$ cat src/hw/rtl/slot_allocator_free_stack_macros.svh
// ----------------------------------------------------------------------------
// Slot allocator assertion macros
// Concurrent assertion shorthands, clocked on clock and disabled in reset.
// ----------------------------------------------------------------------------
`ifndef SLOT_ALLOCATOR_FREE_STACK_MACROS_SVH
`define SLOT_ALLOCATOR_FREE_STACK_MACROS_SVH

// same-cycle implication
`define SFS_ASSERT_NOW(lbl, ante, cons) \
   lbl: assert property (@(posedge clock) disable iff (reset) (ante) |-> (cons)) \
      else $error("slot allocator check failed");

// next-cycle implication
`define SFS_ASSERT_NEXT(lbl, ante, cons) \
   lbl: assert property (@(posedge clock) disable iff (reset) (ante) |=> (cons)) \
      else $error("slot allocator check failed");

`endif

$ cat src/hw/rtl/sfs_pkg.sv
// ----------------------------------------------------------------------------
// Slot allocator package
// Widths, operation codes and the command and status types shared by the
// controller and the datapath.
// ----------------------------------------------------------------------------
package sfs_pkg;

   localparam int SLOT_W     = 12;
   localparam int CNT_W      = 13;
   localparam int POOL_SLOTS = 4096;

   localparam logic [CNT_W-1:0] POOL_CNT = CNT_W'(POOL_SLOTS);

   localparam logic [1:0] OP_ALLOC   = 2'd0;
   localparam logic [1:0] OP_RELEASE = 2'd1;
   localparam logic [1:0] OP_FLUSH   = 2'd2;

   // how a request is finished when its result is loaded
   typedef enum logic [2:0] {
      FIN_NONE,
      FIN_STACK,
      FIN_BUMP,
      FIN_RELEASE,
      FIN_EMPTY
   } fin_type;

   typedef struct packed {
      logic    load;
      logic    pop;
      logic    live_rd_slot;
      logic    live_rd_cand;
      fin_type fin;
   } cmd_type;

   typedef struct packed {
      logic enable;
      logic depth_zero;
      logic bump_full;
      logic cand_ok;
      logic rsp_free;
   } stat_type;

endpackage

$ cat src/hw/rtl/sfs_ctrl.sv
// ----------------------------------------------------------------------------
// Slot allocator controller
// Sequences one request at a time: pop and check free-stack entries, fall
// back to the bump pointer, apply releases and flushes, load the response.
// ----------------------------------------------------------------------------
module sfs_ctrl (
   input  logic              clock,
   input  logic              reset,
   input  logic              req_valid,
   input  logic [1:0]        req_op,
   output logic              req_ready,
   input  sfs_pkg::stat_type stat,
   output sfs_pkg::cmd_type  cmd
);

   typedef enum logic [2:0] {
      ST_IDLE,
      ST_LADDR,
      ST_CHECK,
      ST_BUMP,
      ST_REL,
      ST_NOP
   } state_type;

   state_type state_ff, state_in;

   always_comb begin
      state_in         = state_ff;
      req_ready        = 1'b0;
      cmd.load         = 1'b0;
      cmd.pop          = 1'b0;
      cmd.live_rd_slot = 1'b0;
      cmd.live_rd_cand = 1'b0;
      cmd.fin          = sfs_pkg::FIN_NONE;
      unique case (state_ff)
         ST_IDLE: begin
            req_ready = 1'b1;
            if (req_valid) begin
               cmd.load = 1'b1;
               priority if (req_op == sfs_pkg::OP_ALLOC) begin
                  priority if (!stat.enable) begin
                     state_in = ST_NOP;
                  end else if (stat.depth_zero) begin
                     state_in = ST_BUMP;
                  end else begin
                     cmd.pop  = 1'b1;
                     state_in = ST_LADDR;
                  end
               end else if (req_op == sfs_pkg::OP_RELEASE) begin
                  cmd.live_rd_slot = 1'b1;
                  state_in         = ST_REL;
               end else begin
                  state_in = ST_NOP;
               end
            end
         end
         ST_LADDR: begin
            cmd.live_rd_cand = 1'b1;
            state_in         = ST_CHECK;
         end
         ST_CHECK: begin
            // hold a valid candidate until the response register frees up
            priority if (stat.cand_ok) begin
               if (stat.rsp_free) begin
                  cmd.fin  = sfs_pkg::FIN_STACK;
                  state_in = ST_IDLE;
               end
            end else if (stat.depth_zero) begin
               state_in = ST_BUMP;
            end else begin
               cmd.pop  = 1'b1;
               state_in = ST_LADDR;
            end
         end
         ST_BUMP: begin
            if (stat.rsp_free) begin
               cmd.fin  = stat.bump_full ? sfs_pkg::FIN_EMPTY : sfs_pkg::FIN_BUMP;
               state_in = ST_IDLE;
            end
         end
         ST_REL: begin
            if (stat.rsp_free) begin
               cmd.fin  = sfs_pkg::FIN_RELEASE;
               state_in = ST_IDLE;
            end
         end
         ST_NOP: begin
            if (stat.rsp_free) begin
               cmd.fin  = sfs_pkg::FIN_EMPTY;
               state_in = ST_IDLE;
            end
         end
         default: begin
            state_in = ST_IDLE;
         end
      endcase
   end

   always_ff @(posedge clock) begin
      if (reset) begin
         state_ff <= ST_IDLE;
      end else begin
         state_ff <= state_in;
      end
   end

endmodule

$ cat config.mk
export PLATFORM = sky130hd
export DESIGN_NAME = sfs_ctrl
export DESIGN_NICKNAME = d
export VERILOG_FILES = /design/src/hw/rtl/slot_allocator_free_stack_macros.svh /design/src/hw/rtl/sfs_pkg.sv /design/src/hw/rtl/sfs_ctrl.sv
export SDC_FILE = /design/constraint.sdc
export NUM_CORES = 1
export LEC_CHECK = 0
export BUFFER_PORTS_ARGS = -buffer_cell sky130_fd_sc_hd__buf_2
export CAP_MARGIN = 20
export CORE_AREA = 2 2 39 41
export DETAILED_ROUTE_END_ITERATION = 16
export DIE_AREA = 0 0 41 43
export GPL_TIMING_DRIVEN = 0
export PLACE_DENSITY = 0.47
export SETUP_SLACK_MARGIN = 0.5
export SYNTH_ARGS = -nofsm -noshare
export SYNTH_HDL_FRONTEND = slang
export SYNTH_SLANG_ARGS = --single-unit
$ cat constraint.sdc
create_clock -name clock -period 2.1 [get_ports clock]
set_input_delay 0.21 -clock clock [delete_from_list [all_inputs] [get_ports clock]]
set_output_delay 0.21 -clock clock [all_outputs]
set_load 0.005 [all_outputs]
==> flow_summary_export.csv, run 1 <==
group,metric,value,unit
layout,final_area,561,um^2
clock_network,h-tree-depth,1,
place,io_buffers,17,
route,drt-initial-drc-count,5,
synthesis,syn_inst,44,
power_and_ir_drop,seq_power_share,0.241,
route,drc,0,
clock_network,cts_buffers,3,
die,dieArea,0.00176,mm^2
synthesis,synthTopCellsByArea,"dfxtp_1, nor2b_1, ha_1",
synthesis,syn_avg_cell_area,7.65,um^2
synthesis,synth_seq_cells,3,
layout,drive_gt1_frac,0.557,
worst_hold_path,hp-class,"in2reg",
power_and_ir_drop,p_sw,0.000163,W
route,met1Wirelength,452,um
route,drt_pass1_iterations,4,
route,wirelength,975,um
synthesis,yosysMostFrequentCell,"nor2b_1",
critical_path,cp_max_fo,7,
synthesis,synth.distinct_cells,25,
power_and_ir_drop,p_int,0.000275,W
timing,slew_headroom,0.763,
place,dp_cells,77,
clock_network,cts_root_buffer,"clkbuf_4",
die,rows,14,
grt,antenna_found_initial,0,
clock_network,clk_latency,0.24,ns
route,wl_met3,53,um
route,num_vias,415,
timing,rsz0062_at_grt,"no",
synthesis,synth-async-reset-ratio,0,
synthesis,synthTopCellsByCount,"nor2b_1, a21oi_1",
layout,antenna_cells,0,
synthesis,synthFlopType,"dfxtp_1",
route,dr_wl_met2,457,um
place,placed_area,442,um^2
place,gp_congestion,0.716,
die,die_height,43,um
synthesis,synth_warnings,0,
clock_network,clk_path_buf_depth,2,
clock_network,cts_tree,"yes",
critical_path,worstPathRequired,1.89,ns
layout,largest_reg_flops,3,
layout,fin_nets,83,
timing,min_period,1.56,ns
status,status,"finished, final reports clean",
power_and_ir_drop,max-vdd-ir-drop,0.211,mV
power_and_ir_drop,p_clk_frac,0.235,
synthesis,syn_nets,56,
die,start_util,0.243,
grt,gr-usage-all-layers,0.124,
route,final_antenna_net_count,0,
grt,first_global_vias,376,
clock_network,path_clk_slew,0.04,ns
clock_network,cts.sinks,3,
timing,hold_violations,0,
timing,finClkSkew,0.00297,ns
route,viasPerCell,4.83,
die,coreArea,0.00138,mm^2
run,cap_violations,0,
layout,max_flop_register,"state_ff",
synthesis,synth_top_cell_area_share,0.178,
critical_path,cp-start-kind,"register",
power_and_ir_drop,p_leak,0.265,nW
synthesis,syn-cell-area,337,um^2
grt,grt_pass1_wl,1520,um
timing,slew_viol_final,0,
timing,worst_pin_slew,0.355,ns
timing,finalSetupViolCount,0,
timing,setup_tns,0,ns
timing,fmax,640,MHz
layout,reg_top3,"state_ff: 3 flops",
layout,area_delta_synth_final,66.5,%
die,io_pins,18,
layout,final_cells,86,
place,hpwl,691,um
critical_path,crit_arrival,1.35,ns
power_and_ir_drop,power_density,783,mW/mm^2
synthesis,synth_enable_flop_cells,0,
synthesis,yosysTopAreaCell,"dfxtp_1",
grt,grt_max_degree,11,
power_and_ir_drop,switching_share,0.372,
layout,nFillCells,148,
critical_path,path_class,"reg2out",
power_and_ir_drop,combPwrFrac,0.524,
die,die_x,41,um
layout,utilization,0.405,
critical_path,cp-end-kind,"primary output",
clock_network,hold_buffers,0,
route,top_layer,"met4",
grt,grt.overflow.total,0,
timing,finalCritPeriodShare,0.744,
route,wire_per_inst,11.3,um
synthesis,yosysSeqAreaShare,0.178,
power groups by stage:
stage          registers, W  clock network [W]  logic (W)
2_1_floorplan     0.0000909                  0   0.000116
3_3_place_gp       0.000101                  0   0.000169
3_5_place_dp      0.0000998                  0   0.000169
4_1_cts            0.000102           0.000105   0.000212
5_1_grt            0.000111           0.000113   0.000257
6_report           0.000106           0.000103   0.000230
layout by cell type (no fill, tap or decap), types with 2 or more instances in the layout:
master / Yosys / routed
a21oi_1: 4 / 2
a21oi_2: 0 / 2
a31oi_1: 2 / 2
buf_2: 0 / 17
buf_4: 1 / 4
buf_6: 0 / 2
clkbuf_4: 0 / 3
dfxtp_2: 0 / 2
inv_1: 3 / 2
nand2b_1: 3 / 2
nor2b_1: 6 / 5
nor3_2: 0 / 2
nor3b_1: 2 / 2
logic make-up (layout without fill, tap and decap cells):
kind of cell,count (synthesis),in the layout,synth area share
fa+ha+maj,2,2,0.0743
buf+inv,4,30,0.0558
simple gates,23,23,0.450
compound gates,12,12,0.242
flops,3,3,0.178
metal layers:
| metal | GRT usage | up-vias |
|---|---|---|
| met4 | 0.0400 | 0 |
| met1 | 0.154 | 183 |
| li1 | - | 215 |
| met5 | 0 | - |
| met3 | 0.0314 | 2 |
| met2 | 0.200 | 15 |
worst paths after layout:
check / startpoint / endpoint / slack, ns / depth (start not counted)
hold reg to reg: state_ff[2]$_SDFFE_PP0P_ / state_ff[2]$_SDFFE_PP0P_ / 0.58 / 2
setup reg to reg: state_ff[1]$_SDFFE_PP0P_ / state_ff[0]$_SDFFE_PP0P_ / 0.82 / 6
setup / recovery: state_ff[1]$_SDFFE_PP0P_ / cmd[2] / 0.54 / 6
hold / removal: reset / state_ff[2]$_SDFFE_PP0P_ / 0.27 / 3
timing repair:
action / in CTS / in global routing
buffers inserted: 5 / 0
cloned: 0 / 0
endpoints found under the setup margin: 4 / 5
gates resized for setup: 6 / 9
pin swaps: 3 / 5
critical path, stage by stage (launching register included):
cell     delay [ns]
dfxtp_2        0.31
buf_6          0.12
buf_6          0.13
and2b_2        0.23
a21oi_2        0.16
nor3_2         0.05
buf_2          0.12
layout make-up:
class / count / area [um^2] / share of cell area
Buffer: 1 / 11.3 / 0.0201
Clock buffer: 4 / 26.3 / 0.0469
Inverter: 3 / 11.3 / 0.0201
Multi-Input combinational cell: 37 / 299 / 0.533
Sequential cell: 3 / 66.3 / 0.118
Tap cell: 16 / 20.0 / 0.0357
Timing Repair Buffer: 22 / 126 / 0.225
stage by stage:
stage / total power (W) / setup slack (ns) / hold WS, ns
2_1_floorplan: 0.000207 / 0.734 / 0.376
3_3_place_gp: 0.000270 / 0.565 / 0.519
3_5_place_dp: 0.000269 / 0.569 / 0.513
4_1_cts: 0.000419 / 0.498 / 0.268
5_1_grt: 0.000480 / 0.489 / 0.284
6_report: 0.000439 / 0.537 / 0.265
(Power assumes the default switching activity.)
==> run 2, diff against run 1 <==
--- a/config.mk
+++ b/config.mk
@@ -11,7 +11,7 @@
 export DETAILED_ROUTE_END_ITERATION = 16
 export DIE_AREA = 0 0 41 43
 export GPL_TIMING_DRIVEN = 0
-export PLACE_DENSITY = 0.47
+export PLACE_DENSITY = 0.49
 export SETUP_SLACK_MARGIN = 0.5
 export SYNTH_ARGS = -nofsm -noshare
 export SYNTH_HDL_FRONTEND = slang
==> constraint.sdc (replaced) <==
create_clock -name clock -period 1.4 [get_ports clock]
set_input_delay 0.14 -clock clock [delete_from_list [all_inputs] [get_ports clock]]
set_output_delay 0.14 -clock clock [all_outputs]
set_load 0.005 [all_outputs]
==> run 2 against run 1 <==
The flow now finishes with violations (setup timing). Critical path depth did not move. Hold slack worse by 0.049 ns. Register-to-register slack worse by 0.78 ns. Sequential power rose by 50%. Clock power grew 48%. Final area is 15% higher. Total power up 80%. Sequential share of layout area down 1.2 points. Worst setup slack got worse by 0.58 ns. Critical endpoint unchanged.
==> flow_summary_export.csv, run 2 (synthesis results as in run 1) <==
group,metric,value,unit
power_and_ir_drop,max-vdd-ir-drop,0.350,mV
grt,first_global_vias,438,
grt,antenna_found_initial,0,
die,die_x,41,um
route,viasPerCell,4.77,
critical_path,r2r_setup_slack,0.04,ns
critical_path,path_class,"reg2out",
layout,largest_reg_flops,3,
critical_path,critPathSlowestCell,"dfxtp_2",
critical_path,crit_end,"cmd[2]",
critical_path,rr_endpoint,"state_ff[0]$_SDFFE_PP0P_",
run,cap_violations,0,
grt,grt.overflow.total,0,
timing,hold-worst-slack,0.217,ns
timing,hold_violations,0,
critical_path,cp-start-kind,"register",
critical_path,crit_arrival,1.30,ns
clock_network,clk_latency,0.23,ns
layout,area_delta_synth_final,91.8,%
grt,grt_max_degree,11,
grt,gr-usage-all-layers,0.147,
timing,worst_pin_slew,0.327,ns
route,drc,0,
power_and_ir_drop,power_density,1220,mW/mm^2
timing,layout_setup_ws,-0.0410,ns
critical_path,cp-startpoint,"state_ff[1]$_SDFFE_PP0P_",
timing,min_period,1.44,ns
critical_path,reg2reg_depth,6,
clock_network,clk_path_buf_depth,2,
timing,finalSetupViolCount,4,
clock_network,cts_root_buffer,"clkbuf_4",
die,start_util,0.243,
clock_network,cts.sinks,3,
critical_path,cp_max_fo,7,
critical_path,path_cells,"buf_6, inv_4, ha_4, nand2b_4, nor3_2, buf_2",
clock_network,cts_tree,"yes",
critical_path,r2r_start,"state_ff[1]$_SDFFE_PP0P_",
timing,fmax,694,MHz
layout,drive_gt1_frac,0.605,
place,gp_congestion,0.737,
grt,grt_pass1_wl,1810,um
layout,fin_nets,89,
layout,max_flop_register,"state_ff",
worst_hold_path,hp-class,"in2reg",
die,io_pins,18,
timing,slew_viol_final,0,
status,violations,"setup timing",
layout,final_cells,92,
power_and_ir_drop,p_leak,0.304,nW
clock_network,cts_buffers,3,
clock_network,h-tree-depth,1,
layout,reg_top3,"state_ff: 3 flops",
critical_path,worstPathRequired,1.26,ns
place,dp_cells,77,
critical_path,cp_slowest_stage_delay,0.32,ns
timing,finClkSkew,0.00298,ns
place,io_buffers,17,
die,die_height,43,um
status,status,"finished with violations",
die,dieArea,0.00176,mm^2
timing,slew_headroom,0.781,
clock_network,path_clk_slew,0.04,ns
die,coreArea,0.00138,mm^2
route,wire_per_inst,11.5,um
die,rows,14,
route,drt-initial-drc-count,1,
route,drt_pass1_iterations,2,
critical_path,cp-end-kind,"primary output",
route,wirelength,1060,um
layout,antenna_cells,0,
route,final_antenna_net_count,0,
layout,mostFrequentLayoutCells,"buf_2, buf_6, buf_4",
layout,layout_commonest_cell,"buf_2",
route,num_vias,439,
layout,nFillCells,148,
clock_network,hold_buffers,0,
timing,finalCritPeriodShare,1.03,
timing,rsz0062_at_grt,"yes",
==> run 2: area by class of cell <==
cell class / instances / area (um^2) / area share
tap: 16 / 20.0 / 0.0310
sequential: 3 / 68.8 / 0.107
buffer: 1 / 11.3 / 0.0174
inverter: 3 / 13.8 / 0.0213
multi-input combinational: 37 / 310 / 0.481
timing repair buffer: 28 / 195 / 0.302
clock buffer: 4 / 26.3 / 0.0407
==> run 2: repair_timing <==
item / 4_1_cts / 5_1_grt
setup endpoints to repair: 11 / 11
gates resized for setup: 8 / 5
setup buffers: 8 / 3
pin swaps: 6 / 3
==> run 2: power breakdown <==
group | total [W] | internal [W] | leakage (nW) | switching (W)
clock network | 0.000152 | 0.000107 | 0.0150 | 0.0000452
registers | 0.000159 | 0.000113 | 0.0264 | 0.0000461
logic | 0.000479 | 0.000293 | 0.263 | 0.000186
total | 0.000790 | 0.000513 | 0.304 | 0.000277
==> run 2: worst min path at each step <==
| stage | start | to | cells past startpoint |
|---|---|---|---|
| finish | reset | state_ff[2]$_SDFFE_PP0P_ | 3 |
| global route | reset | state_ff[0]$_SDFFE_PP0P_ | 3 |
| CTS | reset | state_ff[2]$_SDFFE_PP0P_ | 3 |
| detailed placement | reset | state_ff[2]$_SDFFE_PP0P_ | 3 |
| global placement | reset | state_ff[1]$_SDFFE_PP0P_ | 3 |
| floorplan | stat[3] | state_ff[1]$_SDFFE_PP0P_ | 2 |
==> run 2: routing by layer <==
| metal | up-vias | track usage | share of wire |
|---|---|---|---|
| met4 | 0 | 0.0800 | 0 |
| li1 | 225 | - | - |
| met3 | 0 | 0.0157 | 0.018 |
| met2 | 4 | 0.253 | 0.58 |
| met5 | - | 0 | 0 |
| met1 | 210 | 0.163 | 0.40 |
==> run 2: critical path: cells and delay by family, from the launching register on <==
kind                     cells  cell delay, ns
adder cells (fa/ha/maj)      1            0.19
buffers and inverters        3            0.31
AND/OR/NAND/NOR              2            0.23
flip-flops                   1            0.32
==> run 2: through the flow <==
step	cell area, um^2	utilization	total power (W)	setup TNS (ns)	setup WS (ns)
after floorplan	379	-	0.000361	0	0.284
after global placement	484	0.350	0.000455	0	0.139
after detailed placement	484	0.350	0.000453	0	0.148
after CTS	604	0.437	0.000727	-0.212	-0.0479
after global routing	646	0.467	0.000859	-0.476	-0.126
final	646	0.467	0.000790	-0.0855	-0.0410
